<file path="src/mpu_pkg.sv">
// Package for the palettized Z-order texture unswizzler.
// Holds the channel payload types, geometry type and shared constants.
// No dependencies.
package mpu_pkg;

  localparam int MAX_SIDE_LOG2_DEF   = 10;
  localparam int PALETTE_ENTRIES_DEF = 256;
  localparam int MIN_SIDE_LOG2       = 3;

  localparam int SIDE_W   = 4;
  localparam int SLOT_W   = 8;
  localparam int RGBA_W   = 32;
  localparam int ADDR_W   = 20;
  localparam int CFG_IDX_W = 1;

  localparam logic [CFG_IDX_W-1:0] CFG_WIDTH_LOG2  = 1'b0;
  localparam logic [CFG_IDX_W-1:0] CFG_HEIGHT_LOG2 = 1'b1;

  localparam logic CMD_LOAD  = 1'b0;
  localparam logic CMD_PIXEL = 1'b1;

  typedef struct packed {
    logic              cmd;
    logic [SLOT_W-1:0] entry_slot;
    logic [RGBA_W-1:0] entry_rgba;
    logic [SLOT_W-1:0] pixel_index;
  } in_item_t;

  typedef struct packed {
    logic [ADDR_W-1:0] dest_address;
    logic [RGBA_W-1:0] colour;
    logic              last_pixel;
  } out_item_t;

  typedef struct packed {
    logic [SIDE_W-1:0] wl;
    logic [SIDE_W-1:0] hl;
  } geom_t;

endpackage

</file>
<file path="src/mpu_addr_gen.sv">
// Pixel counter and Z-order to linear address translation.
// Depends on mpu_pkg for the geometry type and address width.
module mpu_addr_gen
  import mpu_pkg::*;
#(
  parameter int MAX_SIDE_LOG2 = MAX_SIDE_LOG2_DEF
) (
  input  logic              clk,
  input  logic              rst,
  input  geom_t             geom,
  input  logic              step,
  output logic [ADDR_W-1:0] dest_address,
  output logic              last_pixel
);

  localparam int CNT_W = 2 * MAX_SIDE_LOG2;

  logic [CNT_W-1:0]         counter;
  logic [CNT_W-1:0]         counter_next;
  logic [CNT_W:0]           total_full;
  logic [CNT_W-1:0]         total_mask;
  logic [CNT_W:0]           inner_full;
  logic [CNT_W-1:0]         inner_mask;
  logic [CNT_W-1:0]         cnt;
  logic [CNT_W-1:0]         inner;
  logic [CNT_W-1:0]         blk;
  logic [SIDE_W-1:0]        bl;
  logic                     wide;
  logic [MAX_SIDE_LOG2-1:0] xg;
  logic [MAX_SIDE_LOG2-1:0] yg;
  logic [CNT_W-1:0]         x_full;
  logic [CNT_W-1:0]         y_full;
  logic [CNT_W-1:0]         addr_full;
  logic [CNT_W+ADDR_W-1:0]  addr_ext;

  assign wide = geom.wl > geom.hl;
  assign bl   = wide ? geom.hl : geom.wl;

  assign total_full = ((CNT_W+1)'(1) << ({1'b0, geom.wl} + {1'b0, geom.hl})) - (CNT_W+1)'(1);
  assign total_mask = total_full[CNT_W-1:0];
  assign inner_full = ((CNT_W+1)'(1) << {bl, 1'b0}) - (CNT_W+1)'(1);
  assign inner_mask = inner_full[CNT_W-1:0];

  // The counter is rewrapped to the current image size before use.
  assign cnt   = counter & total_mask;
  assign inner = cnt & inner_mask;
  assign blk   = cnt >> {bl, 1'b0};

  always_comb begin
    for (int i = 0; i < MAX_SIDE_LOG2; i++) begin
      xg[i] = (i < int'(bl)) ? inner[2*i] : 1'b0;
      yg[i] = (i < int'(bl)) ? inner[2*i+1] : 1'b0;
    end
  end

  // Blocks tile along the longer axis; the in-block part stays below 2^bl,
  // so the block offset combines by OR.
  assign x_full    = CNT_W'(xg) | (wide ? (blk << bl) : '0);
  assign y_full    = CNT_W'(yg) | (wide ? '0 : (blk << bl));
  assign addr_full = (y_full << geom.wl) | x_full;
  assign addr_ext  = {{ADDR_W{1'b0}}, addr_full};

  assign dest_address = addr_ext[ADDR_W-1:0];
  assign last_pixel   = cnt == total_mask;
  assign counter_next = last_pixel ? '0 : cnt + CNT_W'(1);

  always_ff @(posedge clk) begin
    if (rst) begin
      counter <= '0;
    end else if (step) begin
      counter <= counter_next;
    end
  end

endmodule

</file>
<file path="config.mk">
export PLATFORM = sky130hd
export DESIGN_NAME = mpu_addr_gen
export DESIGN_NICKNAME = d
export VERILOG_FILES = /design/src/mpu_pkg.sv /design/src/mpu_addr_gen.sv
export SDC_FILE = /design/constraint.sdc
export NUM_CORES = 1
export LEC_CHECK = 0
export BUFFER_PORTS_ARGS = -buffer_cell sky130_fd_sc_hd__buf_2
export CORE_MARGIN = 3
export CORE_UTILIZATION = 35
export CTS_CLUSTER_SIZE = 30
export DETAILED_ROUTE_END_ITERATION = 8
export PLACE_DENSITY = 0.5
export SLEW_MARGIN = 40
export SYNTH_ARGS = -nofsm -noshare
export SYNTH_HDL_FRONTEND = slang
export SYNTH_SLANG_ARGS = --single-unit
export TNS_END_PERCENT = 30
</file>
<file path="constraint.sdc">
create_clock -name clk -period 13.3 [get_ports clk]
set_clock_uncertainty 0.15 [all_clocks]
set_input_delay 1.33 -clock clk [delete_from_list [all_inputs] [get_ports clk]]
set_output_delay 1.33 -clock clk [all_outputs]
set_load 0.02 [all_outputs]
</file>
==> results.toml <==
[die]
die-width_um = 129.6
effective_utilization_at_floorplan_pct = 36.23
num_io_pins = 32
coreArea_um2 = 14750
chipHeight_um = 129.6
dieArea_um2 = 16790
fp_rows = 44

[timing]
timing.setup.tns_ns = 0
report.final.hold_viol_count = 0
final_worst_path_setup_slack_ns = 3.362
timing_worst_slew_pin_value_ns = 0.8866
worst_slew_margin_rel_pct = 40.78
min_period_over_period_pct = 74.72
final_critical_period_ns = 9.938
setup_repair_after_global_routing_missed_its_margin = "no"
report.final.slew_viol_count = 0
final_setup_fails = 0
fmax_mhz = 100.6

[logic_synthesis]
synth_flop_cell = "sky130_fd_sc_hd__dfxtp_1"
synth_top_family_by_area = "compound AO/OA/AOI/OAI gates"
yosys.area_share.adder_pct = 2.949
count_of_flip_flops_with_a_built_in_enable_after_synthesis = 0
post_synth_and_or_nand_nor_area_fraction_pct = 29.63
synth.yosys.seq_area_share_pct = 7.491
synth_area_leader_cell = "sky130_fd_sc_hd__dfxtp_1"
synth.lib_cells_used.distinct = 86
netlist_area_um2 = 5345
fraction_of_synthesized_cell_area_taken_by_the_top_area_cell_type_pct = 7.491
postSynthRegisterBits = 20
most_frequent_cell_after_synthesis = "sky130_fd_sc_hd__nand2_1"
synth_xor_xnor_area_share_pct = 2.949
synth.net_count = 839
avgSynthCellArea_um2 = 6.550
synth.area.top_cells = "sky130_fd_sc_hd__dfxtp_1, sky130_fd_sc_hd__nand2_1, sky130_fd_sc_hd__nor2_1"
synth_compound_area_share_pct = 44.22
post_synth_mux_area_share_pct = 6.203
post_synth_most_frequent_cells = "sky130_fd_sc_hd__nand2_1, sky130_fd_sc_hd__nor2_1, sky130_fd_sc_hd__a21oi_1, sky130_fd_sc_hd__clkbuf_1, sky130_fd_sc_hd__o21ai_0"
syn_inst = 816
synth_warnings = 0
async_reset_ff_share_pct = 0

[setup_path]
critical_path_fanouts_max = 37
timing.critical_path.to_type = "output pin"
critical-path-top-delay-family = "compound AO/OA/AOI/OAI gates"
cp.required_ns = 11.82
cell_breakdown_of_the_critical_path = "buf_2, inv_1, fa_1, nor2_1, o2bb2ai_1, nand4_2, or3_1, ha_1, inv_1, nor4_4, a211oi_4, o22ai_1, o21ai_1, nand2_1, o2111ai_1, nor3_1, nor3_1, mux2i_1, a221o_1, buf_2"
cpMaxStageDelayCell = "sky130_fd_sc_hd__fa_1"
timing.critical_path.arrival_ns = 8.46
critical_path_start_type = "primary input"
worst_path_largest_cell_delay_ns = 0.68
timing.setup.critical_path_class = "primary input to output pin"
timing.critical_path.buf_inv = 4

[placement]
routabilityCongestion = 1.027
placed_area_um2 = 5594
place_worst_setup_slack_ns = 3.599
place.port_buffers = 31
placed_cells_incl_taps = 979
hpwl_um = 19380

[final_layout]
multi_input_area_um2 = 4624
flow.area_growth_from_synthesis_pct = 6.320
finalNetCount = 823
antenna-diode-count = 0
layout_top_registers = "counter (20)"
layout.cells.non_filler = 983
largest_register_ffs = 20
largest_register = "counter"
total_of_fill_cells_in_the_finished_design = 1611
design_area_um2 = 5683
drive_gt1_share_pct = 12.64
area.sequential_um2 = 400.4

[cts]
clk-insertion-delay-late_ns = 0.25
clock_sink_count = 20
cts_tree = "yes"
cts-root-to-sink-buffers = 2
ctsHoldBuffers = 0
cts_setup_buffers = 0
clk_transition_reported_paths_ns = 0.06
root_buffer = "sky130_fd_sc_hd__clkbuf_16"
htreeDepth = 1
cts-buffers-inserted = 3
post_cts.resized_instances = 0

[global_route]
grt_antenna_before_repair = 0
grt_pass1_vias = 6244
grt_first_pass_wirelength_um = 39460
remaining_overflow_grt = 0
groute.usage.overall_pct = 30.45
grt_max_degree = 42

[run]
drv_cap = 0

[power_and_ir_drop]
cell_internal_pwr_uw = 195.5
p_sw_share_pct = 54.25
power_density_nw_per_um2 = 75.18
switchingPower_uw = 231.8
leakage_uw = 0.002003
clock_power_share_pct = 16.3
vdd_ir_drop_max_mv = 0.03679
combPwrFrac_pct = 69.4
seq_power_share_pct = 14.2
totalPowerFinal_uw = 427.2

[outcome]
failing_checks = "design-rule violations"
outcome = "finished with violations"

[drt]
drt_first_iter_violations = 1135
drt-total-wl_um = 26310
num_vias = 6956
drtAntennaViolNets = 0
drt_pre_antenna_iters = 9
route.detailed.vias_per_inst = 7.076
wl_per_cell_um = 26.76
detail_route.drc_violations = 4

[min_path]
min-delay-path-class = "flop to flop"
[layout make-up]
class / count / share of cell area [%]
clock buffer: 4 / 1.563
inverter: 21 / 1.387
multi-input combinational: 709 / 81.37
tap: 184 / 4.051
sequential: 20 / 7.045
timing repair buffer: 45 / 4.579
[worst min-delay path, stage by stage, from the launching register on]
cell and delay [ns]:
sky130_fd_sc_hd__dfxtp_1 0.32, sky130_fd_sc_hd__nand2b_1 0.07, sky130_fd_sc_hd__a21oi_1 0.05
[path summary, 6_finish.rpt]
check | from | endpoint | slack (ns) | cells past startpoint
max reg2reg | counter[7] | counter[18] | 10.30 | 9
max | geom[5] | dest_address[19] | 3.36 | 20
min | counter[0] | counter[0] | 0.34 | 2
min reg2reg | counter[0] | counter[0] | 0.34 | 2
[placed cells by master (no fill, tap or decap), types with 6 or more instances in the layout]
master                      netlist  routed
sky130_fd_sc_hd__a211oi_1         8       8
sky130_fd_sc_hd__nand2_1         98      98
sky130_fd_sc_hd__o21ai_0         49      49
sky130_fd_sc_hd__o2bb2ai_1        6       6
sky130_fd_sc_hd__a31oi_1         20      20
sky130_fd_sc_hd__a21o_1           8       8
sky130_fd_sc_hd__mux2i_1         26      21
sky130_fd_sc_hd__a221oi_1         7       7
sky130_fd_sc_hd__inv_1           20      20
sky130_fd_sc_hd__nor3_1          23      23
sky130_fd_sc_hd__o22ai_1         17      17
sky130_fd_sc_hd__nor4_1          10      10
sky130_fd_sc_hd__a2bb2oi_1        9       9
sky130_fd_sc_hd__o211ai_1        22      22
sky130_fd_sc_hd__o21ai_1          8       7
sky130_fd_sc_hd__a32oi_1          8       8
sky130_fd_sc_hd__buf_2           13      31
sky130_fd_sc_hd__o221ai_1        13      13
sky130_fd_sc_hd__nor2_1          79      79
sky130_fd_sc_hd__buf_4            2      14
sky130_fd_sc_hd__nor2b_1         16      16
sky130_fd_sc_hd__xnor2_1         15      15
sky130_fd_sc_hd__nand4_1          8       8
sky130_fd_sc_hd__ha_1            11      11
sky130_fd_sc_hd__dfxtp_1         20      20
sky130_fd_sc_hd__a22oi_1          8       8
sky130_fd_sc_hd__a21oi_1         57      57
sky130_fd_sc_hd__nand3_1         32      32
sky130_fd_sc_hd__or2_2            7       7
sky130_fd_sc_hd__or3_1            7       7
sky130_fd_sc_hd__nand2b_1        14      14
sky130_fd_sc_hd__and3_1          10      10
[power by group through the flow]
stage | clock (µW) | combinational (µW) | sequential (µW)
global placement | 0 | 288 | 62.1
detailed placement | 0 | 284 | 62.1
finish | 69.7 | 297 | 60.8
global route | 71.8 | 315 | 60.8
CTS | 70.6 | 286 | 60.8
floorplan | 0 | 203 | 62.0
[cells by family (layout without fill, tap and decap cells)]
logic type | after synthesis | count (layout)
AO/OA/AOI/OAI | 322 | 322
XOR/XNOR | 18 | 18
adder cells (fa/ha/maj) | 12 | 12
buffers and inverters | 87 | 70
flip-flops | 20 | 20
multiplexers | 32 | 32
AND/OR/NAND/NOR | 325 | 325
[per-layer routing]
metal | routed length [µm] | global-route usage, % | vias to the layer above
met2 | 10970 | 43.89 | 457
li1 | - | - | 3108
met3 | 2997 | 6.884 | 57
met1 | 11730 | 45.95 | 3334
met4 | 618 | 6.418 | 0
met5 | 0 | 0 | -
[through the flow]
stage          hold WS [ns]  util [%]
2_1_floorplan        0.3028         -
3_3_place_gp         0.3214     37.84
3_5_place_dp         0.3279     37.92
4_1_cts              0.3375     38.52
5_1_grt              0.3617     38.52
6_report             0.3397     38.52
(Power assumes the default switching activity.)
